### config.mk
export PLATFORM = sky130hd
export DESIGN_NAME = block_ring_peek_reserve_manager_flat
export DESIGN_NICKNAME = d
export VERILOG_FILES = /design/src/sv/brprm_pkg.sv /design/src/sv/brprm_in_if.sv /design/src/sv/brprm_out_if.sv /design/src/sv/block_ring_peek_reserve_manager.sv /design/src/sv/brprm_front.sv /design/src/sv/brprm_back.sv /design/src/flat_wrapper.sv
export SDC_FILE = /design/constraint.sdc
export NUM_CORES = 1
export LEC_CHECK = 0
export BUFFER_PORTS_ARGS = -buffer_cell sky130_fd_sc_hd__buf_2
export CORE_ASPECT_RATIO = 0.5
export CORE_UTILIZATION = 45
export DETAILED_ROUTE_END_ITERATION = 10
export HOLD_SLACK_MARGIN = 0.03
export PLACE_DENSITY = 0.64
export SETUP_SLACK_MARGIN = 0.3
export SLEW_MARGIN = 20
export SYNTH_ARGS = -nofsm -noshare
export SYNTH_HDL_FRONTEND = slang
export SYNTH_SLANG_ARGS = --single-unit
### constraint.sdc
create_clock -name i_clk -period 4.3 [get_ports i_clk]
set_input_delay 0.86 -clock i_clk [delete_from_list [all_inputs] [get_ports i_clk]]
set_output_delay 0.86 -clock i_clk [all_outputs]
set_load 0.02 [all_outputs]
### src/sv/brprm_pkg.sv
// Shared types, codes and constants of the block ring peek/reserve manager.
package brprm_pkg;

    // Field widths of the channels and configuration registers.
    localparam int OP_W    = 4;
    localparam int LEN_W   = 16;
    localparam int SLOT_W  = 4;
    localparam int EV_W    = 3;
    localparam int CNT_W   = 5;
    localparam int BC_W    = 5;
    localparam int CFG_W   = 16;
    localparam int CFG_IDX_W = 1;

    // Largest block count a 5-bit register can ever select.
    localparam int BC_FIELD_MAX = 31;

    // Defaults and reset values.
    localparam int DEF_MAX_BLOCKS    = 16;
    localparam int RESET_BLOCK_COUNT = 16;
    localparam int RESET_BLOCK_SIZE  = 256;

    // Operation codes.
    typedef enum logic [OP_W-1:0] {
        OP_PUSH    = 4'd0,
        OP_POP     = 4'd1,
        OP_PEEK    = 4'd2,
        OP_UNPEEK  = 4'd3,
        OP_CONSUME = 4'd4,
        OP_RESERVE = 4'd5,
        OP_COMMIT  = 4'd6,
        OP_RELEASE = 4'd7,
        OP_RESET   = 4'd8
    } t_op;

    // Event codes of a result.
    typedef enum logic [EV_W-1:0] {
        EV_NONE      = 3'd0,
        EV_OVERFLOW  = 3'd1,
        EV_UNDERFLOW = 3'd2,
        EV_HALF      = 3'd3,
        EV_EMPTY     = 3'd4,
        EV_FULL      = 3'd5
    } t_event;

    // Configuration register indexes.
    typedef enum logic [CFG_IDX_W-1:0] {
        CFG_BLOCK_COUNT = 1'd0,
        CFG_BLOCK_SIZE  = 1'd1
    } t_cfg_idx;

    // Classified command handed from the front end to the execution side.
    typedef struct packed {
        logic [OP_W-1:0] op;
        logic            len_ok;
    } t_cmd;

endpackage

### src/sv/brprm_in_if.sv
// Operation channel: valid/ready handshake carrying one ring operation.
interface brprm_in_if import brprm_pkg::*; ();
    logic             valid;
    logic             ready;
    logic [OP_W-1:0]  operation;
    logic [LEN_W-1:0] length;

    modport source (output valid, output operation, output length, input ready);
    modport sink   (input valid, input operation, input length, output ready);
endinterface

### src/sv/brprm_out_if.sv
// Result channel: valid/ready handshake carrying one operation result.
interface brprm_out_if import brprm_pkg::*; ();
    logic              valid;
    logic              ready;
    logic              ok;
    logic [SLOT_W-1:0] slot_index;
    logic              null_block;
    logic [EV_W-1:0]   event_res;
    logic [CNT_W-1:0]  used_count;

    modport source (output valid, output ok, output slot_index, output null_block,
                    output event_res, output used_count, input ready);
    modport sink   (input valid, input ok, input slot_index, input null_block,
                    input event_res, input used_count, output ready);
endinterface

### src/sv/block_ring_peek_reserve_manager.sv
// An accepted operation waits in the command queue until the execution stage
// takes it and registers its result. Throughput: one operation per cycle
// while results are taken, set by the pointer and count update of the
// execution stage; the two-entry queue lets either side stall on its own.
// Reset (synchronous, active low) clears all pointers, counts and queues and
// loads block_count 16 and block_size 256; there is no clearing pass.
module block_ring_peek_reserve_manager import brprm_pkg::*; #(
    parameter int MAX_BLOCKS = DEF_MAX_BLOCKS
) (
    input  logic                 i_clk,
    input  logic                 i_rst_n,
    input  logic                 i_cfg_we,
    input  logic [CFG_IDX_W-1:0] i_cfg_index,
    input  logic [CFG_W-1:0]     i_cfg_data,
    brprm_in_if.sink             i_op_chan,
    brprm_out_if.source          o_res_chan
);

    localparam int CAP = (MAX_BLOCKS < BC_FIELD_MAX) ? MAX_BLOCKS : BC_FIELD_MAX;
    localparam int CW  = $clog2(CAP + 1);
    localparam int RESET_BC = (RESET_BLOCK_COUNT < CAP) ? RESET_BLOCK_COUNT : CAP;

    logic [CW-1:0]    r_block_count, n_block_count;
    logic [LEN_W-1:0] r_block_size, n_block_size;
    logic [BC_W-1:0]  bc_raw;
    logic [BC_W-1:0]  bc_clamped;
    logic [BC_W+CW-1:0] bc_wide;
    logic             cmd_valid;
    logic             cmd_ready;
    t_cmd             cmd;

    // Configuration writes; the block count is clamped to the supported range.
    always_comb begin
        bc_raw     = i_cfg_data[BC_W-1:0];
        bc_clamped = bc_raw;
        if (bc_raw == '0) begin
            bc_clamped = BC_W'(1);
        end else if (bc_raw > BC_W'(CAP)) begin
            bc_clamped = BC_W'(CAP);
        end
        bc_wide       = {{CW{1'b0}}, bc_clamped};
        n_block_count = r_block_count;
        n_block_size  = r_block_size;
        if (i_cfg_we) begin
            case (t_cfg_idx'(i_cfg_index))
                CFG_BLOCK_COUNT: n_block_count = bc_wide[CW-1:0];
                CFG_BLOCK_SIZE:  n_block_size  = i_cfg_data[LEN_W-1:0];
                default: begin
                end
            endcase
        end
    end

    always_ff @(posedge i_clk) begin
        if (!i_rst_n) begin
            r_block_count <= CW'(RESET_BC);
            r_block_size  <= LEN_W'(RESET_BLOCK_SIZE);
        end else begin
            r_block_count <= n_block_count;
            r_block_size  <= n_block_size;
        end
    end

    brprm_front u_front (
        .i_clk        (i_clk),
        .i_rst_n      (i_rst_n),
        .i_block_size (r_block_size),
        .i_op_chan    (i_op_chan),
        .o_cmd_valid  (cmd_valid),
        .o_cmd        (cmd),
        .i_cmd_ready  (cmd_ready)
    );

    brprm_back #(
        .MAX_BLOCKS (MAX_BLOCKS)
    ) u_back (
        .i_clk         (i_clk),
        .i_rst_n       (i_rst_n),
        .i_block_count (r_block_count),
        .i_cmd_valid   (cmd_valid),
        .i_cmd         (cmd),
        .o_cmd_ready   (cmd_ready),
        .o_res_chan    (o_res_chan)
    );

endmodule

### src/sv/brprm_front.sv
// Front end: accepts operations, checks the length and queues classified commands.
module brprm_front import brprm_pkg::*; (
    input  logic             i_clk,
    input  logic             i_rst_n,
    input  logic [LEN_W-1:0] i_block_size,
    brprm_in_if.sink         i_op_chan,
    output logic             o_cmd_valid,
    output t_cmd             o_cmd,
    input  logic             i_cmd_ready
);

    localparam int QDEPTH = 2;
    localparam int QPW    = $clog2(QDEPTH);

    t_cmd             r_mem [QDEPTH];
    logic [QPW-1:0]   r_wr_ptr, n_wr_ptr;
    logic [QPW-1:0]   r_rd_ptr, n_rd_ptr;
    logic [QPW:0]     r_count, n_count;
    t_cmd             cmd_in;
    logic             push;
    logic             pop;

    // Classify the incoming operation.
    always_comb begin
        cmd_in.op     = i_op_chan.operation;
        cmd_in.len_ok = (i_op_chan.length == i_block_size);
    end

    assign i_op_chan.ready = (r_count != (QPW+1)'(QDEPTH));
    assign push            = i_op_chan.valid && i_op_chan.ready;
    assign o_cmd_valid     = (r_count != '0);
    assign pop             = o_cmd_valid && i_cmd_ready;
    assign o_cmd           = r_mem[r_rd_ptr];

    // Queue pointer and fill bookkeeping.
    always_comb begin
        n_wr_ptr = push ? r_wr_ptr + QPW'(1) : r_wr_ptr;
        n_rd_ptr = pop  ? r_rd_ptr + QPW'(1) : r_rd_ptr;
        n_count  = r_count;
        if (push && !pop) begin
            n_count = r_count + (QPW+1)'(1);
        end else if (pop && !push) begin
            n_count = r_count - (QPW+1)'(1);
        end
    end

    always_ff @(posedge i_clk) begin
        if (!i_rst_n) begin
            r_wr_ptr <= '0;
            r_rd_ptr <= '0;
            r_count  <= '0;
        end else begin
            r_wr_ptr <= n_wr_ptr;
            r_rd_ptr <= n_rd_ptr;
            r_count  <= n_count;
        end
    end

    // Queue storage.
    always_ff @(posedge i_clk) begin
        if (push) begin
            r_mem[r_wr_ptr] <= cmd_in;
        end
    end

endmodule

### src/sv/brprm_back.sv
// Back end: keeps the ring pointers and counts and registers one result per command.
module brprm_back import brprm_pkg::*; #(
    parameter int MAX_BLOCKS = DEF_MAX_BLOCKS
) (
    input  logic i_clk,
    input  logic i_rst_n,
    input  logic [$clog2((MAX_BLOCKS < BC_FIELD_MAX ? MAX_BLOCKS : BC_FIELD_MAX) + 1)-1:0]
                 i_block_count,
    input  logic i_cmd_valid,
    input  t_cmd i_cmd,
    output logic o_cmd_ready,
    brprm_out_if.source o_res_chan
);

    localparam int CAP = (MAX_BLOCKS < BC_FIELD_MAX) ? MAX_BLOCKS : BC_FIELD_MAX;
    localparam int PW  = $clog2(CAP);
    localparam int CW  = $clog2(CAP + 1);

    logic [PW-1:0] r_start, n_start;
    logic [PW-1:0] r_end, n_end;
    logic [PW-1:0] r_peek, n_peek;
    logic [PW-1:0] r_resv, n_resv;
    logic [CW-1:0] r_used, n_used;
    logic [CW-1:0] r_peeked, n_peeked;
    logic [CW-1:0] r_reserved, n_reserved;

    logic              r_out_valid, n_out_valid;
    logic              r_ok, n_ok;
    logic [SLOT_W-1:0] r_slot, n_slot;
    logic              r_null, n_null;
    logic [EV_W-1:0]   r_event, n_event;
    logic [CNT_W-1:0]  r_used_out, n_used_out;

    logic              fire;
    logic              full;
    logic [CW-1:0]     room;
    logic [CW:0]       commit_sum;
    logic [PW-1:0]     slot_pick;
    logic [SLOT_W+PW-1:0] slot_wide;
    logic [CNT_W+CW-1:0]  used_wide;

    // Step a slot pointer forward, wrapping at the current block count.
    function automatic logic [PW-1:0] advance(input logic [PW-1:0] p,
                                              input logic [CW-1:0] bc);
        logic [CW:0] nxt;
        nxt = {{(CW+1-PW){1'b0}}, p} + (CW+1)'(1);
        return (nxt >= {1'b0, bc}) ? '0 : nxt[PW-1:0];
    endfunction

    // Event raised from the committed count after a state-changing operation.
    function automatic logic [EV_W-1:0] state_event(input logic [CW-1:0] used,
                                                    input logic [CW-1:0] bc);
        logic [EV_W-1:0] ev;
        if (used == (bc >> 1)) begin
            ev = EV_HALF;
        end else if (used == '0) begin
            ev = EV_EMPTY;
        end else if (used >= bc) begin
            ev = EV_FULL;
        end else begin
            ev = EV_NONE;
        end
        return ev;
    endfunction

    assign fire        = i_cmd_valid && (!r_out_valid || o_res_chan.ready);
    assign o_cmd_ready = fire;
    assign full        = (r_used >= i_block_count);
    assign room        = full ? '0 : i_block_count - r_used;
    assign commit_sum  = {1'b0, r_used} + {1'b0, r_reserved};

    // Execute one command against the ring state.
    always_comb begin
        n_start    = r_start;
        n_end      = r_end;
        n_peek     = r_peek;
        n_resv     = r_resv;
        n_used     = r_used;
        n_peeked   = r_peeked;
        n_reserved = r_reserved;
        n_ok       = 1'b0;
        n_null     = 1'b0;
        n_event    = EV_NONE;
        slot_pick  = '0;

        case (t_op'(i_cmd.op))
            OP_PUSH: begin
                if (i_cmd.len_ok && (r_end == r_resv)) begin
                    if (full) begin
                        n_event = EV_OVERFLOW;
                    end else begin
                        slot_pick = r_end;
                        n_end     = advance(r_end, i_block_count);
                        n_resv    = n_end;
                        n_used    = r_used + CW'(1);
                        n_ok      = 1'b1;
                        n_event   = state_event(n_used, i_block_count);
                    end
                end
            end
            OP_POP: begin
                if (i_cmd.len_ok && (r_start == r_peek)) begin
                    if (r_used == '0) begin
                        n_null  = 1'b1;
                        n_event = EV_UNDERFLOW;
                    end else begin
                        slot_pick = r_start;
                        n_start   = advance(r_start, i_block_count);
                        n_peek    = n_start;
                        n_used    = r_used - CW'(1);
                        n_ok      = 1'b1;
                        n_event   = state_event(n_used, i_block_count);
                    end
                end
            end
            OP_PEEK: begin
                if (r_peeked < r_used) begin
                    slot_pick = r_peek;
                    n_peek    = advance(r_peek, i_block_count);
                    n_peeked  = r_peeked + CW'(1);
                    n_ok      = 1'b1;
                end else begin
                    n_null  = 1'b1;
                    n_event = EV_UNDERFLOW;
                end
            end
            OP_UNPEEK: begin
                n_peek   = r_start;
                n_peeked = '0;
                n_ok     = 1'b1;
            end
            OP_CONSUME: begin
                n_used   = (r_peeked > r_used) ? '0 : r_used - r_peeked;
                n_peeked = '0;
                n_start  = r_peek;
                n_ok     = 1'b1;
                n_event  = state_event(n_used, i_block_count);
            end
            OP_RESERVE: begin
                if (room > r_reserved) begin
                    slot_pick  = r_resv;
                    n_resv     = advance(r_resv, i_block_count);
                    n_reserved = r_reserved + CW'(1);
                    n_ok       = 1'b1;
                end else begin
                    // No room left: restart the reservation at the peek pointer.
                    n_used     = '0;
                    n_end      = r_peek;
                    n_reserved = CW'(1);
                    slot_pick  = r_peek;
                    n_resv     = advance(r_peek, i_block_count);
                    n_event    = EV_OVERFLOW;
                end
            end
            OP_COMMIT: begin
                n_used     = (commit_sum > {1'b0, i_block_count}) ? i_block_count
                                                                  : commit_sum[CW-1:0];
                n_reserved = '0;
                n_end      = r_resv;
                n_ok       = 1'b1;
                n_event    = state_event(n_used, i_block_count);
            end
            OP_RELEASE: begin
                n_reserved = '0;
                n_resv     = r_end;
                n_ok       = 1'b1;
            end
            OP_RESET: begin
                n_start    = '0;
                n_end      = '0;
                n_peek     = '0;
                n_resv     = '0;
                n_used     = '0;
                n_peeked   = '0;
                n_reserved = '0;
                n_ok       = 1'b1;
            end
            default: begin
            end
        endcase

        slot_wide  = {{SLOT_W{1'b0}}, slot_pick};
        used_wide  = {{CNT_W{1'b0}}, n_used};
        n_slot     = slot_wide[SLOT_W-1:0];
        n_used_out = used_wide[CNT_W-1:0];
    end

    // Output register valid flag.
    always_comb begin
        n_out_valid = r_out_valid;
        if (fire) begin
            n_out_valid = 1'b1;
        end else if (o_res_chan.ready) begin
            n_out_valid = 1'b0;
        end
    end

    // Ring state and output valid.
    always_ff @(posedge i_clk) begin
        if (!i_rst_n) begin
            r_start     <= '0;
            r_end       <= '0;
            r_peek      <= '0;
            r_resv      <= '0;
            r_used      <= '0;
            r_peeked    <= '0;
            r_reserved  <= '0;
            r_out_valid <= 1'b0;
        end else begin
            r_out_valid <= n_out_valid;
            if (fire) begin
                r_start    <= n_start;
                r_end      <= n_end;
                r_peek     <= n_peek;
                r_resv     <= n_resv;
                r_used     <= n_used;
                r_peeked   <= n_peeked;
                r_reserved <= n_reserved;
            end
        end
    end

    // Result payload.
    always_ff @(posedge i_clk) begin
        if (fire) begin
            r_ok       <= n_ok;
            r_slot     <= n_slot;
            r_null     <= n_null;
            r_event    <= n_event;
            r_used_out <= n_used_out;
        end
    end

    assign o_res_chan.valid      = r_out_valid;
    assign o_res_chan.ok         = r_ok;
    assign o_res_chan.slot_index = r_slot;
    assign o_res_chan.null_block = r_null;
    assign o_res_chan.event_res  = r_event;
    assign o_res_chan.used_count = r_used_out;

endmodule

### src/flat_wrapper.sv
// flat-port wrapper written by rule: the top's interface ports become plain ports
module block_ring_peek_reserve_manager_flat import brprm_pkg::*;
#(
    parameter int MAX_BLOCKS = DEF_MAX_BLOCKS
)
  (i_clk, i_rst_n, i_cfg_we, i_cfg_index, i_cfg_data, i_op_chan_valid, i_op_chan_operation, i_op_chan_length, i_op_chan_ready, o_res_chan_valid, o_res_chan_ok, o_res_chan_slot_index, o_res_chan_null_block, o_res_chan_event_res, o_res_chan_used_count, o_res_chan_ready);
  brprm_in_if i_op_chan_i ();
  brprm_out_if o_res_chan_i ();
  input  logic i_clk;
  input  logic i_rst_n;
  input  logic i_cfg_we;
  input  logic [CFG_IDX_W-1:0] i_cfg_index;
  input  logic [CFG_W-1:0] i_cfg_data;
  input wire logic [$bits(i_op_chan_i.valid)-1:0] i_op_chan_valid;
  input wire logic [$bits(i_op_chan_i.operation)-1:0] i_op_chan_operation;
  input wire logic [$bits(i_op_chan_i.length)-1:0] i_op_chan_length;
  output wire logic [$bits(i_op_chan_i.ready)-1:0] i_op_chan_ready;
  output wire logic [$bits(o_res_chan_i.valid)-1:0] o_res_chan_valid;
  output wire logic [$bits(o_res_chan_i.ok)-1:0] o_res_chan_ok;
  output wire logic [$bits(o_res_chan_i.slot_index)-1:0] o_res_chan_slot_index;
  output wire logic [$bits(o_res_chan_i.null_block)-1:0] o_res_chan_null_block;
  output wire logic [$bits(o_res_chan_i.event_res)-1:0] o_res_chan_event_res;
  output wire logic [$bits(o_res_chan_i.used_count)-1:0] o_res_chan_used_count;
  input wire logic [$bits(o_res_chan_i.ready)-1:0] o_res_chan_ready;
  assign i_op_chan_i.valid = i_op_chan_valid;
  assign i_op_chan_i.operation = i_op_chan_operation;
  assign i_op_chan_i.length = i_op_chan_length;
  assign i_op_chan_ready = i_op_chan_i.ready;
  assign o_res_chan_valid = o_res_chan_i.valid;
  assign o_res_chan_ok = o_res_chan_i.ok;
  assign o_res_chan_slot_index = o_res_chan_i.slot_index;
  assign o_res_chan_null_block = o_res_chan_i.null_block;
  assign o_res_chan_event_res = o_res_chan_i.event_res;
  assign o_res_chan_used_count = o_res_chan_i.used_count;
  assign o_res_chan_i.ready = o_res_chan_ready;
  block_ring_peek_reserve_manager #(.MAX_BLOCKS(MAX_BLOCKS)) u_core (.i_clk(i_clk), .i_rst_n(i_rst_n), .i_cfg_we(i_cfg_we), .i_cfg_index(i_cfg_index), .i_cfg_data(i_cfg_data), .i_op_chan(i_op_chan_i), .o_res_chan(o_res_chan_i));
endmodule
### Word level (Yosys, flattened, before mapping)

Memories as Yosys holds them, arrays and structs flattened. A register that Yosys moved wholly into a read port is not among the register bits.
Cells that the tools add are included.
Widths: inputs -> output; s select.

| operators by class | value |
|---|---|
| reductions and logical operators | 38 |
| magnitude comparators | 14 |
| add/sub/neg operators | 15 |
| mux-type cells | 75 |
| eq/ne operators | 22 |
| bitwise logic cells | 1 |

Operator list:

| kind | count |
|---|---|
| $mux 4 | 17 |
| $pmux 4 s4 | 4 |
| $mux 5 | 12 |
| $mux 3 | 16 |
| $ge 5x5->1 | 9 |
| $logic_not 5->1 | 6 |
| $pmux 5 s6 | 1 |
| $add 4x1->5 const B | 4 |
| $eq 5x4->1 | 4 |
| $pmux 5 s2 | 2 |
| $pmux 3 s6 | 1 |
| $eq 16x16->1 | 1 |
| $eq 4x3->1 const B | 4 |
| $mux 1 | 16 |
| $add 5x1->5 const B | 3 |
| $ne 2x2->1 const B | 7 |
| $pmux 4 s3 | 1 |
| $reduce_bool 4->1 | 3 |
| $gt 5x5->1 | 2 |
| $reduce_and 5->1 | 2 |
| $reduce_bool 2->1 | 5 |
| $sub 5x5->5 | 2 |
| $eq 4x2->1 const B | 2 |
| $eq 4x4->1 | 2 |
| 24 further kinds | 39 |

| word-level totals | value |
|---|---|
| output and inout port bits | 16 |
| bits in writable memories | 10 |
| bits in registers | 71 |
| bits of input ports | 42 |
| memories kept | 1 |
| word-level logic and storage cells | 184 |

Memories:

| name | words | bits a word | read ports | clocked after Yosys merged registers in | write ports | RTL line | source |
|---|---|---|---|---|---|---|---|
| u_core.u_front.r_mem | 2 | 5 | 1 | 1 | 1 | brprm_front.sv:15 | `t_cmd r_mem [QDEPTH];` |

### Depth between registers and ports, before layout

Gate-level depths: netlist of the first run.

| logic depth | value |
|---|---|
| depth after elaboration | 8 |
| gate-level depth with buffers | 21 |
| mapped depth without buffers | 20 |

### Modules after synthesis

A second synthesis of the first run with hierarchy kept.

| second synthesis, totals | value |
|---|---|
| cell total of the unflattened synthesis | 848 |
| area, all modules | 7120.6 µm² |

Modules (own cells, without submodules):

| module | times used | sequential area each (µm²) | area each (µm²) | cells each |
|---|---|---|---|---|
| brprm_back | 1 | 1061.0 | 5512.8 | 693 |
| block_ring_peek_reserve_manager | 1 | 420.4 | 853.3 | 94 |
| brprm_front | 1 | 400.4 | 754.5 | 61 |

### Worst setup path before layout of the first run

No wires, ideal clock.

| path | value |
|---|---|
| kind | flip-flop to flip-flop |
| start | register u_core.u_back.r_used[1] |
| end | register u_core.u_back.r_event[2] (netlist: u_core.u_back.o_res_chan.event_res[2]), data pin |
| data required time | 4.039 ns |
| arrival | 4.204 ns |
| clock period less this slack | 4.465 ns |
| slack | -0.165 ns |
| path buffers | 1 |
| stages on the path, launching flop included | 19 |
| library setup time | 0.261 ns |
| cell sequence | dfxtp_1 inv_1 fa_1 xnor2_1 ha_1 o21ai_0 a21oi_1 o31ai_1 and2_1 buf_2 mux2i_1 ha_1 nand2b_1 a21oi_1 nor2b_1 o21ai_0 a21oi_1 o21bai_1 a221o_1 |

| on the way | value |
|---|---|
| longest elaborated chain between the ends | 8 |
| elaborated cells on any way between the ends | 39 |
| those cells by class | add/sub (4); order compare (7); eq/ne (4); mux (19); reduce/logical (5) |

Ends and longest elaborated chain:

| item | RTL line | source |
|---|---|---|
| start: declaration | brprm_back.sv:23 | `logic [CW-1:0] r_used, n_used;` |
| start signal: assignment | brprm_back.sv:216 | `r_used <= n_used;` |
| $add 5x5->6, or another cell as far along | brprm_back.sv:70 | `assign commit_sum = {1'b0, r_used} + {1'b0, r_reserved};` |
| $gt 6x5->1 or $ge 5x5->1 (tied branches) | brprm_back.sv:156, brprm_back.sv:58 |  |
| $mux 5 or $mux 3 (tied branches) | brprm_back.sv:156, brprm_back.sv:58 |  |
| $ge 5x5->1 or $mux 3 (tied branches) | brprm_back.sv:58, brprm_back.sv:56 |  |
| $mux 3, on equally long branches | brprm_back.sv:58, brprm_back.sv:54 |  |
| $mux 3, on equally long branches | brprm_back.sv:56, brprm_back.sv:89, brprm_back.sv:103 |  |
| $mux 3, on equally long branches | brprm_back.sv:54, brprm_back.sv:88, brprm_back.sv:102 |  |
| $pmux 3 s6 (*) | brprm_back.sv:86 | `case (t_op'(i_cmd.op))` |
| named net u_core.u_back.n_event[2] | brprm_back.sv:31 | `logic [EV_W-1:0] r_event, n_event;` |
| end signal: assignment | brprm_back.sv:229 | `r_event <= n_event;` |
| end: declaration | brprm_back.sv:31 |  |

The timed path passes the listed nets; every way through them passes the cells marked *.
A chain may end at the register's enable or synchronous reset.

### Worst setup path in the final report of the first run

| path | value |
|---|---|
| start | register u_core.u_back.r_used[0] |
| end | register u_core.u_back.r_event[2] (netlist: u_core.u_back.o_res_chan.event_res[2]), data pin |

The elaborated chain is that of the path after synthesis.

==> results.py, run 1 <==
metrics = {
    "status": {
        "status": "complete, no violations",
    },
    "sta": {
        "slew_violations": 0,
        "fmax_mhz": 256.8,
        "clock-skew-final_ps": 11.98,
        "finalSetupViolCount": 0,
        "period_share_pct": 90.54,
        "finalCriticalPeriod_ps": 3893,
        "grt_setup_unrepaired": "no",
        "hold_viol": 0,
        "tightest_slew_ps": 993.2,
        "finalSetupTns_ps": 0,
        "maxSlewHeadroom_pct": 33.79,
    },
    "cts": {
        "cts_buffers": 9,
        "cts_sinks": 82,
        "h-tree-depth": 3,
        "cts.path.max_buffers": 2,
        "holdBufCountCts": 0,
        "worstSkewPairLatency_ps": 350,
        "clock_tree.root_cell": "clkbuf_16",
        "cts_tree": "built",
        "clk_pin_slew_ps": 80,
    },
    "setup_path": {
        "crit_chain": "ha_4 -> inv_1 -> fa_2 -> nand2b_4 -> a21oi_4 -> xor2_2 -> ha_4 -> nor2_4 -> a21oi_4 -> o31ai_4 -> and2_4 -> mux2i_4 -> ha_1 -> nand2b_4 -> a21oi_2 -> nor2b_1 -> o21ai_1 -> a21oi_1 -> o21bai_1 -> a221o_1",
        "reg2reg_to": "u_core.u_back.o_res_chan.event_res[2]$_DFFE_PP_",
        "critical_path_class": "reg2reg",
        "crit_path_end_kind": "flip-flop",
        "crit_fanout": 5,
        "rr_startpoint": "u_core.u_back.r_used[0]$_SDFFE_PN0P_",
        "cp_data_required_time_ps": 4390,
        "worst_r2r_path_depth": 20,
        "slowest_delay_ps": 370,
        "worst_path_max_delay_cell": "dfxtp_4",
        "r2r_slack_ps": 410,
        "critical_path_arrival_ps": 3980,
        "start_kind": "flip-flop",
    },
    "route": {
        "drcViolationCount": 0,
        "drtAntennaViolNets": 0,
        "post_drt_wl_per_cell_microns": 18.31,
        "dr_wl_met2_microns": 8733,
        "drt_wl_total_microns": 19850,
        "dr_total_vias": 6458,
        "top_layer": "met4",
        "wl_met1_microns": 9266,
        "wl_met3_microns": 1478,
        "drt-vias-per-instance": 5.958,
        "first_pass_iters": 6,
        "drt_iter0_drc": 597,
    },
    "hold_path": {
        "hold_start": "u_core.r_block_size[6]$_SDFFE_PN0P_",
        "whs_path_depth": 2,
        "hold_path_class": "reg2reg",
        "min_to": "u_core.r_block_size[6]$_SDFFE_PN0P_",
    },
    "power": {
        "p_per_area_mw_per_mm2": 708.5,
        "switchingPower_mw": 2.685,
        "peakVddDrop_v": 0.0003158,
        "switching_share_pct": 46.95,
        "power_frac_clock_pct": 14.3,
        "internal_power_mw": 3.034,
        "power_frac_comb_pct": 65.1,
        "seq_power_share_pct": 20.6,
        "leakagePower_nw": 3.464,
    },
    "floorplanning": {
        "initial_core_util_pct": 46.96,
        "core_sq_mm": 0.01474,
        "rows": 31,
        "dieArea_sq_mm": 0.01591,
        "io_pins": 58,
        "die_h_microns": 89.70,
        "die_x_microns": 177.4,
    },
    "logic_synthesis": {
        "avgSynthCellArea_sq_um": 8.545,
        "ys_seq_area_share_pct": 27.19,
        "async_reset_ff_share_pct": 0,
        "synthesis.area_sq_mm": 0.006922,
        "syn_inst": 810,
        "syn_nets": 930,
        "synth_edf_count": 24,
        "synth_seq_cells": 82,
        "yosysWarnings": 0,
        "ys.flop_type": "dfxtp_1",
        "synth_cell_types": 81,
    },
    "global_routing": {
        "antenna_found_initial": 0,
        "grt_pass1_vias": 6054,
        "grt_max_degree": 56,
        "overflow": 0,
        "track_usage_pct": 25.67,
        "grt_pass1_wl_microns": 31370,
    },
    "finish": {
        "nNetsFinal": 1001,
        "fillers": 1364,
        "n_antenna_cell": 0,
        "drive_above_1_share_pct": 18.51,
        "finalInstanceArea_sq_mm": 0.008070,
        "syn_to_final_growth_pct": 16.59,
    },
    "run": {
        "max_cap_viol_count": 0,
    },
    "placement": {
        "port_buffers": 57,
        "placed_cell_area_sq_mm": 0.007513,
        "hpwl_microns": 14840,
        "gp_congestion": 0.9375,
    },
}
## placed cells by master, fill, tap and decap left out, types with 7 or more instances in the layout
master | netlist | layout
nand2_1 | 83 | 83
ha_1 | 75 | 73
buf_2 | 6 | 57
dfxtp_1 | 58 | 53
nor2_1 | 51 | 50
xnor2_1 | 46 | 44
buf_4 | 0 | 36
inv_1 | 35 | 34
a21oi_1 | 39 | 33
o21ai_0 | 35 | 33
nand3_1 | 24 | 24
edfxtp_1 | 24 | 24
nand2b_1 | 19 | 17
a21boi_0 | 17 | 17
nor2b_1 | 16 | 16
xor2_1 | 16 | 15
and3_1 | 13 | 13
nor3_1 | 12 | 12
a21o_1 | 11 | 11
nand4_1 | 11 | 11
a31oi_1 | 10 | 10
a221o_1 | 10 | 10
clkbuf_16 | 0 | 10
o22ai_1 | 8 | 8
o21a_1 | 8 | 8
a22oi_1 | 8 | 8
nor3b_1 | 8 | 8
and2_1 | 9 | 8
a222oi_1 | 8 | 8
a211oi_1 | 7 | 7
## cell usage after synthesis, types with 5 or more instances
cell type | number | share of area [%]
a31oi_1 | 10 | 0.90
nor3_1 | 12 | 0.87
inv_1 | 35 | 1.9
buf_2 | 6 | 0.43
nand2_1 | 83 | 4.5
nor2b_1 | 16 | 1.4
and3_1 | 13 | 1.2
o211a_1 | 6 | 0.87
nor3b_1 | 8 | 0.87
a22oi_1 | 8 | 0.87
ha_1 | 75 | 14
a21boi_0 | 17 | 1.8
xnor2_1 | 46 | 5.8
and2_1 | 9 | 0.81
nor2_1 | 51 | 2.8
a221o_1 | 10 | 1.4
nand3_1 | 24 | 1.7
o21ai_0 | 35 | 2.5
or3b_2 | 5 | 0.63
mux2i_1 | 8 | 1.2
clkbuf_1 | 26 | 1.4
a222oi_1 | 8 | 1.2
a211oi_1 | 7 | 0.76
dfxtp_1 | 58 | 17
o21a_1 | 8 | 0.87
nand2b_1 | 19 | 1.7
mux2_2 | 5 | 0.81
edfxtp_1 | 24 | 10
o22ai_1 | 8 | 0.72
xor2_1 | 16 | 2.0
nand4_1 | 11 | 0.99
or3_1 | 5 | 0.45
a21o_1 | 11 | 1.2
a21oi_1 | 39 | 2.8
nand3b_1 | 6 | 0.65
nor4_1 | 5 | 0.45
## critical path: cells and delay by family (launching register included)
family | cells | cell delay [ps]
AOI/OAI and AO/OA | 8 | 1060
xor gates and xnor gates | 1 | 210
adders and majority gates | 4 | 1000
buffers and inverters | 1 | 40
DFF | 1 | 370
muxes | 1 | 240
and+or+nand+nor | 5 | 700
## sequential cells by signal, summed over array words and instances (netlist names), 5 cells and up, named ones only
signal	flops
u_core.u_back.r_peeked	5
u_core.u_back.r_reserved	5
u_core.u_back.o_res_chan.used_count	5
u_core.r_block_size	16
u_core.r_block_count	5
u_core.u_back.r_used	5
u_core.u_front.r_mem	10
## area by class of cell
cell class / instances / area, sq um / share of cell area (%)
Timing Repair Buffer: 93 / 555.5 / 6.884
Tap cell: 198 / 247.7 / 3.070
Multi-Input combinational cell: 658 / 4917 / 60.93
Inverter: 37 / 138.9 / 1.721
Sequential cell: 82 / 1893 / 23.46
Clock buffer: 10 / 250.2 / 3.101
Clock inverter: 6 / 67.56 / 0.8372
## power by group through the flow
stage | clock [mW] | combinational, mW | sequential, mW
floorplan | 0 | 2.46 | 1.23
global placement | 0 | 3.29 | 1.20
detailed placement | 0 | 3.35 | 1.20
CTS | 0.830 | 3.48 | 1.17
global route | 0.870 | 4.12 | 1.20
finish | 0.818 | 3.72 | 1.18
## worst max path at each step
| stage | from | end | slack [ps] | cells past startpoint |
|---|---|---|---|---|
| global placement | u_core.u_back.r_used[0]$_SDFFE_PN0P_ | u_core.u_back.o_res_chan.event_res[2]$_DFFE_PP_ | 130 | 20 |
| CTS | u_core.u_back.r_reserved[0]$_SDFFE_PN0P_ | u_core.u_back.o_res_chan.event_res[2]$_DFFE_PP_ | 310 | 20 |
| finish | u_core.u_back.r_used[0]$_SDFFE_PN0P_ | u_core.u_back.o_res_chan.event_res[2]$_DFFE_PP_ | 410 | 20 |
| floorplan | u_core.u_back.r_used[0]$_SDFFE_PN0P_ | u_core.u_back.o_res_chan.event_res[2]$_DFFE_PP_ | 310 | 20 |
| global route | u_core.u_back.r_used[0]$_SDFFE_PN0P_ | u_core.u_back.o_res_chan.event_res[2]$_DFFE_PP_ | 280 | 20 |
| detailed placement | u_core.u_back.r_used[0]$_SDFFE_PN0P_ | u_core.u_back.o_res_chan.event_res[2]$_DFFE_PP_ | 30 | 20 |
## cell families (layout without fill, tap and decap cells)
group | Yosys count | after routing | synth area share, %
AO/OA/AOI/OAI | 217 | 217 | 22.58
flip-flops | 82 | 82 | 27.19
multiplexers | 13 | 13 | 1.970
AND/OR/NAND/NOR | 286 | 286 | 21.33
XOR/XNOR | 64 | 64 | 8.496
adder cells (fa/ha/maj) | 78 | 78 | 14.43
buffers and inverters | 70 | 146 | 4.013
## metrics by stage
step | hold slack, ps | power, mW | worst slack (ps) | std cells | utilization [%]
6_report | 480.6 | 5.718 | 406.7 | 1084 | 54.75
4_1_cts | 484.0 | 5.486 | 305.9 | 1076 | 53.83
3_5_place_dp | 473.2 | 4.548 | 32.22 | 1050 | 50.98
2_1_floorplan | 456.1 | 3.690 | 311.3 | 810 | -
3_3_place_gp | 465.4 | 4.486 | 127.5 | 1050 | 50.98
5_1_grt | 503.0 | 6.181 | 276.0 | 1084 | 54.75
## timing repair
item | CTS | global route
pin swaps | 2 | 4
setup buffers | 10 | 8
setup endpoints to repair | 2 | 27
resized for setup | 7 | 15
## routing by layer
layer	up-vias	GRT usage [%]
li1	3117	-
met1	3052	34.55
met2	249	41.65
met3	40	5.135
met4	0	8.392
met5	-	0
(Power assumes the default switching activity.)
==> run 2, diff against run 1 <==
--- a/config.mk
+++ b/config.mk
@@ -6,11 +6,13 @@
 export NUM_CORES = 1
 export LEC_CHECK = 0
 export BUFFER_PORTS_ARGS = -buffer_cell sky130_fd_sc_hd__buf_2
+export CELL_PAD_IN_SITES_DETAIL_PLACEMENT = 0
+export CELL_PAD_IN_SITES_GLOBAL_PLACEMENT = 1
 export CORE_ASPECT_RATIO = 0.5
-export CORE_UTILIZATION = 45
+export CORE_UTILIZATION = 42
 export DETAILED_ROUTE_END_ITERATION = 10
 export HOLD_SLACK_MARGIN = 0.03
-export PLACE_DENSITY = 0.64
+export PLACE_DENSITY = 0.76
 export SETUP_SLACK_MARGIN = 0.3
 export SLEW_MARGIN = 20
 export SYNTH_ARGS = -nofsm -noshare
==> run 2 against run 1 <==
  * Critical path depth unchanged
  * Largest power group unchanged
  * Largest cell class unchanged
  * Maximum frequency fell by 2.8%
  * Register-to-register slack got worse by 110 ps
  * Clock-buffer cell count shrank 1
  * Non-clock buffer count is 1 lower
  * Critical path type unchanged
  * Sequential power is essentially flat
  * Cell area barely moved
  * Via count is 0.63% lower
  * Clock skew fell by 7.9 ps
==> results.py, run 2 (synthesis gave the netlist of run 1 again) <==
metrics = {
    "global_routing": {
        "grt_pass1_vias": 6227,
        "track_usage_pct": 25.34,
        "grt_max_degree": 39,
        "grt_pass1_wl_microns": 32930,
        "antenna_found_initial": 0,
        "overflow": 0,
    },
    "placement": {
        "port_buffers": 57,
        "hpwl_microns": 15490,
        "gp_congestion": 0.9182,
        "place_ws_ps": 154.2,
        "place_inst": 1078,
    },
    "cts": {
        "h-tree-depth": 3,
        "clk_pin_slew_ps": 70,
        "cts_buffers": 9,
        "cts_sinks": 82,
        "clock_tree.root_cell": "clkbuf_16",
        "cts.path.max_buffers": 2,
        "holdBufCountCts": 0,
        "worstSkewPairLatency_ps": 350,
        "cts_tree": "built",
    },
    "sta": {
        "whs_ps": 476.7,
        "slew_violations": 0,
        "maxSlewHeadroom_pct": 44.37,
        "grt_setup_unrepaired": "yes",
        "fmax_mhz": 249.7,
        "finalSetupTns_ps": 0,
        "worst_slack_ps": 294.4,
        "finalSetupViolCount": 0,
        "tightest_slew_ps": 834.5,
        "hold_viol": 0,
        "clock-skew-final_ps": 4.104,
        "finalCriticalPeriod_ps": 4006,
        "period_share_pct": 93.15,
    },
    "route": {
        "dr_total_vias": 6417,
        "drt-vias-per-instance": 5.802,
        "first_pass_iters": 8,
        "drcViolationCount": 0,
        "drtAntennaViolNets": 0,
        "drt_wl_total_microns": 20840,
        "post_drt_wl_per_cell_microns": 18.84,
        "drt_iter0_drc": 647,
    },
    "power": {
        "p_per_area_mw_per_mm2": 712.3,
        "peakVddDrop_v": 0.0003094,
        "leakagePower_nw": 3.429,
        "total_power_mw": 5.750,
    },
    "setup_path": {
        "crit_path_end_kind": "flip-flop",
        "crit_family": "compound AO/OA/AOI/OAI gates",
        "start_kind": "flip-flop",
        "critical_path_arrival_ps": 4110,
        "slowest_delay_ps": 390,
        "r2r_slack_ps": 290,
        "rr_startpoint": "u_core.u_back.r_used[0]$_SDFFE_PN0P_",
        "crit_chain": "ha_4 -> inv_1 -> fa_2 -> nand2b_4 -> a21oi_4 -> xor2_2 -> ha_4 -> nor2_4 -> a21oi_4 -> o31ai_4 -> and2_4 -> mux2i_2 -> ha_1 -> nand2b_1 -> a21oi_2 -> nor2b_1 -> o21ai_1 -> a21oi_1 -> o21bai_1 -> a221o_1",
        "worst_r2r_path_depth": 20,
        "worst-path-buf-inv": 1,
        "crit_fanout": 3,
        "cp_data_required_time_ps": 4400,
        "worst_path_max_delay_cell": "fa_2",
        "reg2reg_to": "u_core.u_back.o_res_chan.event_res[2]$_DFFE_PP_",
        "critical_path_class": "reg2reg",
    },
    "finish": {
        "final_cell_mix": "83 x nand2_1, 73 x ha_1, 57 x buf_2",
        "fillers": 1488,
        "n_antenna_cell": 0,
        "instances_no_fill": 1106,
        "regMostFlops": "u_core.r_block_size",
        "final_common_cell": "nand2_1",
        "syn_to_final_growth_pct": 16.63,
        "top_regs": "u_core.r_block_size x16, u_core.u_front.r_mem x10",
        "nNetsFinal": 1000,
        "largest_reg_flops": 16,
        "drive_above_1_share_pct": 18.19,
    },
    "floorplanning": {
        "rows": 32,
        "die_h_microns": 92.78,
        "initial_core_util_pct": 43.99,
        "dieArea_sq_mm": 0.01703,
        "io_pins": 58,
        "core_sq_mm": 0.01574,
        "die_x_microns": 183.6,
    },
    "hold_path": {
        "hold_path_class": "reg2reg",
        "hold_start": "u_core.r_block_size[14]$_SDFFE_PN0P_",
        "whs_path_depth": 2,
        "min_to": "u_core.r_block_size[14]$_SDFFE_PN0P_",
    },
    "run": {
        "max_cap_viol_count": 0,
    },
    "status": {
        "status": "complete, no violations",
    },
}
run 2: cell count changes in the layout (fill, tap and decap cells not counted), sizes merged:
cell / before / now
buf: 93 / 92
clkbuf: 10 / 9
clkinv: 4 / 3
clkinvlp: 0 / 1
inv: 39 / 40
run 2: power breakdown:
group / total (mW) / switching, mW / internal, mW
sequential: 1.17 / 0.165 / 1.00
combinational: 3.83 / 2.21 / 1.62
clock: 0.755 / 0.354 / 0.402
total: 5.75 / 2.73 / 3.02
run 2: final cells by class:
cell class | count | area [sq um] | share of cell area, %
repair buffers | 92 | 548.0 | 6.789
inverters | 37 | 138.9 | 1.720
flip-flops and latches | 82 | 1892 | 23.43
multi-input cells | 658 | 4933 | 61.11
well taps | 221 | 276.5 | 3.425
clock inverters | 7 | 58.81 | 0.7285
clock buffers | 9 | 225.2 | 2.790
run 2: through the flow:
stage          instance area (sq um)  util [%]
2_1_floorplan                   6990         -
3_3_place_gp                    7580     48.17
3_5_place_dp                    7580     48.17
4_1_cts                         7951     50.53
5_1_grt                         8073     51.30
6_report                        8073     51.30
run 2: layer usage:
metal	track usage, %	up-vias	wire [microns]
met5	0	-	0
met4	7.500	0	362
met3	5.191	43	1682
met2	39.46	267	8965
met1	35.08	2982	9831
li1	-	3125	-
run 2: timing repair:
action                                  4_1_cts  5_1_grt
pin swaps                                     3        5
gates resized for setup                       5       18
endpoints found under the setup margin        2       27
endpoints found under the hold margin         0        0
buffers inserted                             10        2
run 2: worst max path at each step:
stage,startpoint,endpoint,slack (ps),depth (start not counted)
2_1_floorplan,u_core.u_back.r_used[0]$_SDFFE_PN0P_,u_core.u_back.o_res_chan.event_res[2]$_DFFE_PP_,310,20
3_3_place_gp,u_core.u_back.r_used[0]$_SDFFE_PN0P_,u_core.u_back.o_res_chan.event_res[2]$_DFFE_PP_,250,18
3_5_place_dp,u_core.u_back.r_used[0]$_SDFFE_PN0P_,u_core.u_back.o_res_chan.event_res[2]$_DFFE_PP_,150,19
4_1_cts,u_core.u_back.r_used[0]$_SDFFE_PN0P_,u_core.u_back.o_res_chan.event_res[2]$_DFFE_PP_,300,20
5_1_grt,u_core.u_back.r_used[0]$_SDFFE_PN0P_,u_core.u_back.o_res_chan.event_res[2]$_DFFE_PP_,140,20
6_report,u_core.u_back.r_used[0]$_SDFFE_PN0P_,u_core.u_back.o_res_chan.event_res[2]$_DFFE_PP_,290,20
run 2: tightest hold or removal path: stages (launching register included):
cell      delay [ps]
dfxtp_1          320
nand2_1           50
a21boi_0          60
==> run 3, diff against run 2 <==
--- a/config.mk
+++ b/config.mk
@@ -9,10 +9,11 @@
 export CELL_PAD_IN_SITES_DETAIL_PLACEMENT = 0
 export CELL_PAD_IN_SITES_GLOBAL_PLACEMENT = 1
 export CORE_ASPECT_RATIO = 0.5
-export CORE_UTILIZATION = 42
+export CORE_UTILIZATION = 43
+export CTS_BUF_LIST = sky130_fd_sc_hd__clkbuf_8
 export DETAILED_ROUTE_END_ITERATION = 10
-export HOLD_SLACK_MARGIN = 0.03
-export PLACE_DENSITY = 0.76
+export HOLD_SLACK_MARGIN = 0.1
+export PLACE_DENSITY = 0.78
 export SETUP_SLACK_MARGIN = 0.3
 export SLEW_MARGIN = 20
 export SYNTH_ARGS = -nofsm -noshare
==> run 3 against run 2 <==
  * Maximum frequency grew 1.6%
  * Sequential share of layout area grew 0.25 points
  * Clock skew increased by 11 ps
  * Combinational power hardly changed
  * Clock power shrank 29%
  * Utilization about the same
  * Sequential power about the same
  * Via count decreased by 0.36%
  * Highest routed layer unchanged
==> results.py, run 3 (synthesis gave the netlist of run 1 again) <==
metrics = {
    "sta": {
        "period_share_pct": 91.66,
        "finalSetupViolCount": 0,
        "tightest_slew_ps": 932.3,
        "maxSlewHeadroom_pct": 37.84,
        "hold_viol": 0,
        "finalCriticalPeriod_ps": 3942,
        "clock-skew-final_ps": 15.00,
        "slew_violations": 0,
        "grt_setup_unrepaired": "yes",
        "fmax_mhz": 253.7,
        "finalSetupTns_ps": 0,
    },
    "power": {
        "p_per_area_mw_per_mm2": 691.9,
        "total_power_mw": 5.528,
        "peakVddDrop_v": 0.0002488,
        "leakagePower_nw": 3.413,
    },
    "floorplanning": {
        "dieArea_sq_mm": 0.01664,
        "die_x_microns": 181.4,
        "die_h_microns": 91.72,
        "initial_core_util_pct": 44.44,
        "rows": 32,
        "core_sq_mm": 0.01557,
        "io_pins": 58,
    },
    "route": {
        "first_pass_iters": 6,
        "post_drt_wl_per_cell_microns": 18.50,
        "drcViolationCount": 0,
        "drtAntennaViolNets": 0,
        "drt_wl_total_microns": 20280,
        "drt_iter0_drc": 616,
        "dr_total_vias": 6394,
        "drt-vias-per-instance": 5.834,
    },
    "cts": {
        "clock_tree.root_cell": "clkbuf_8",
        "holdBufCountCts": 0,
        "worstSkewPairLatency_ps": 390,
        "clk_pin_slew_ps": 100,
        "cts_tree": "built",
        "cts_buffers": 9,
        "cts.path.max_buffers": 2,
        "cts_sinks": 82,
        "h-tree-depth": 3,
    },
    "global_routing": {
        "grt_max_degree": 31,
        "antenna_found_initial": 0,
        "grt_pass1_wl_microns": 32360,
        "grt_pass1_vias": 6149,
        "gr-usage-met1_pct": 33.15,
        "track_usage_pct": 25.04,
        "grt_busiest_layer": "met2",
        "grt.met2_usage_pct": 40.13,
        "use_met3_pct": 6.275,
        "overflow": 0,
    },
    "finish": {
        "nNetsFinal": 1007,
        "final_common_cell": "nand2_1",
        "instances_no_fill": 1096,
        "final_cell_mix": "83 x nand2_1, 72 x ha_1, 57 x buf_2",
        "n_antenna_cell": 0,
        "syn_to_final_growth_pct": 15.42,
        "drive_above_1_share_pct": 18.72,
        "regMostFlops": "u_core.r_block_size",
        "largest_reg_flops": 16,
        "top_regs": "u_core.r_block_size x16, u_core.u_front.r_mem x10",
    },
    "hold_path": {
        "hold_path_class": "reg2reg",
        "whs_path_depth": 2,
    },
    "placement": {
        "gp_congestion": 0.9479,
        "place_inst": 1060,
        "port_buffers": 57,
        "hpwl_microns": 15270,
    },
    "setup_path": {
        "critical_path_class": "reg2reg",
        "worst_r2r_path_depth": 19,
        "critical_path_arrival_ps": 4070,
        "crit_path_end_kind": "flip-flop",
        "cp_data_required_time_ps": 4430,
        "crit_fanout": 8,
        "start_kind": "flip-flop",
    },
    "run": {
        "max_cap_viol_count": 0,
    },
    "status": {
        "status": "complete, no violations",
    },
}
[run 3: cell types whose count changed in the layout (fill, tap and decap cells not counted), sizes merged]
cell      previous run  this run
buf                 92        99
clkinv               3         1
clkinvlp             1         3
[run 3: final timing paths]
kind	endpoint	slack [ps]	start
max	u_core.u_back.o_res_chan.event_res[2]$_DFFE_PP_	360	u_core.u_back.r_used[0]$_SDFFE_PN0P_
min	u_core.r_block_size[6]$_SDFFE_PN0P_	480	u_core.r_block_size[6]$_SDFFE_PN0P_
max reg2reg	u_core.u_back.o_res_chan.event_res[2]$_DFFE_PP_	360	u_core.u_back.r_used[0]$_SDFFE_PN0P_
min reg2reg	u_core.r_block_size[6]$_SDFFE_PN0P_	480	u_core.r_block_size[6]$_SDFFE_PN0P_
[run 3: cell type report]
cell class | instances | area, sq um
Clock buffer | 9 | 123.9
Fill cell | 1478 | 7586
Timing Repair Buffer | 99 | 600.6
Sequential cell | 82 | 1892
Tap cell | 204 | 255.2
Inverter | 37 | 138.9
Multi-Input combinational cell | 658 | 4926
Clock inverter | 7 | 52.55
[run 3: routing by layer]
metal / vias up / part of all wire (%)
met5: - / 0
met4: 0 / 1.8
met3: 34 / 8.6
met2: 240 / 44
met1: 2990 / 46
li1: 3130 / -
[run 3: worst max-delay path, stage by stage (launching register included)]
cell	delay (ps)
dfxtp_4	370
ha_4	120
inv_1	40
fa_2	400
nand2b_4	180
a21oi_4	180
xor2_2	220
ha_4	250
a21oi_4	140
o31ai_4	100
and2_4	180
buf_4	160
a21oi_2	190
ha_1	260
a21oi_1	160
nor2b_1	60
o21ai_1	120
a21oi_1	90
o21bai_1	150
a221o_1	290
[run 3: power by group]
part           leakage (nW)  internal (mW)  switching, mW
registers             0.707           1.00          0.169
logic                  2.62           1.66           2.16
clock network        0.0841          0.214          0.325
[run 3: stage by stage]
stage | setup WS [ps] | utilization (%) | area (sq um) | hold WS (ps)
finish | 358.4 | 51.29 | 7989 | 476.2
global placement | 249.8 | 48.48 | 7551 | 463.2
CTS | 300.7 | 50.33 | 7839 | 482.4
global route | 208.0 | 51.29 | 7989 | 499.6
floorplan | 311.3 | - | 6990 | 456.1
detailed placement | 138.9 | 48.48 | 7551 | 468.9
[run 3: what timing repair did]
action	in CTS	in global routing
pin swaps	2	9
endpoints found under the setup margin	2	23
buffers inserted	14	6
resized for setup	3	18
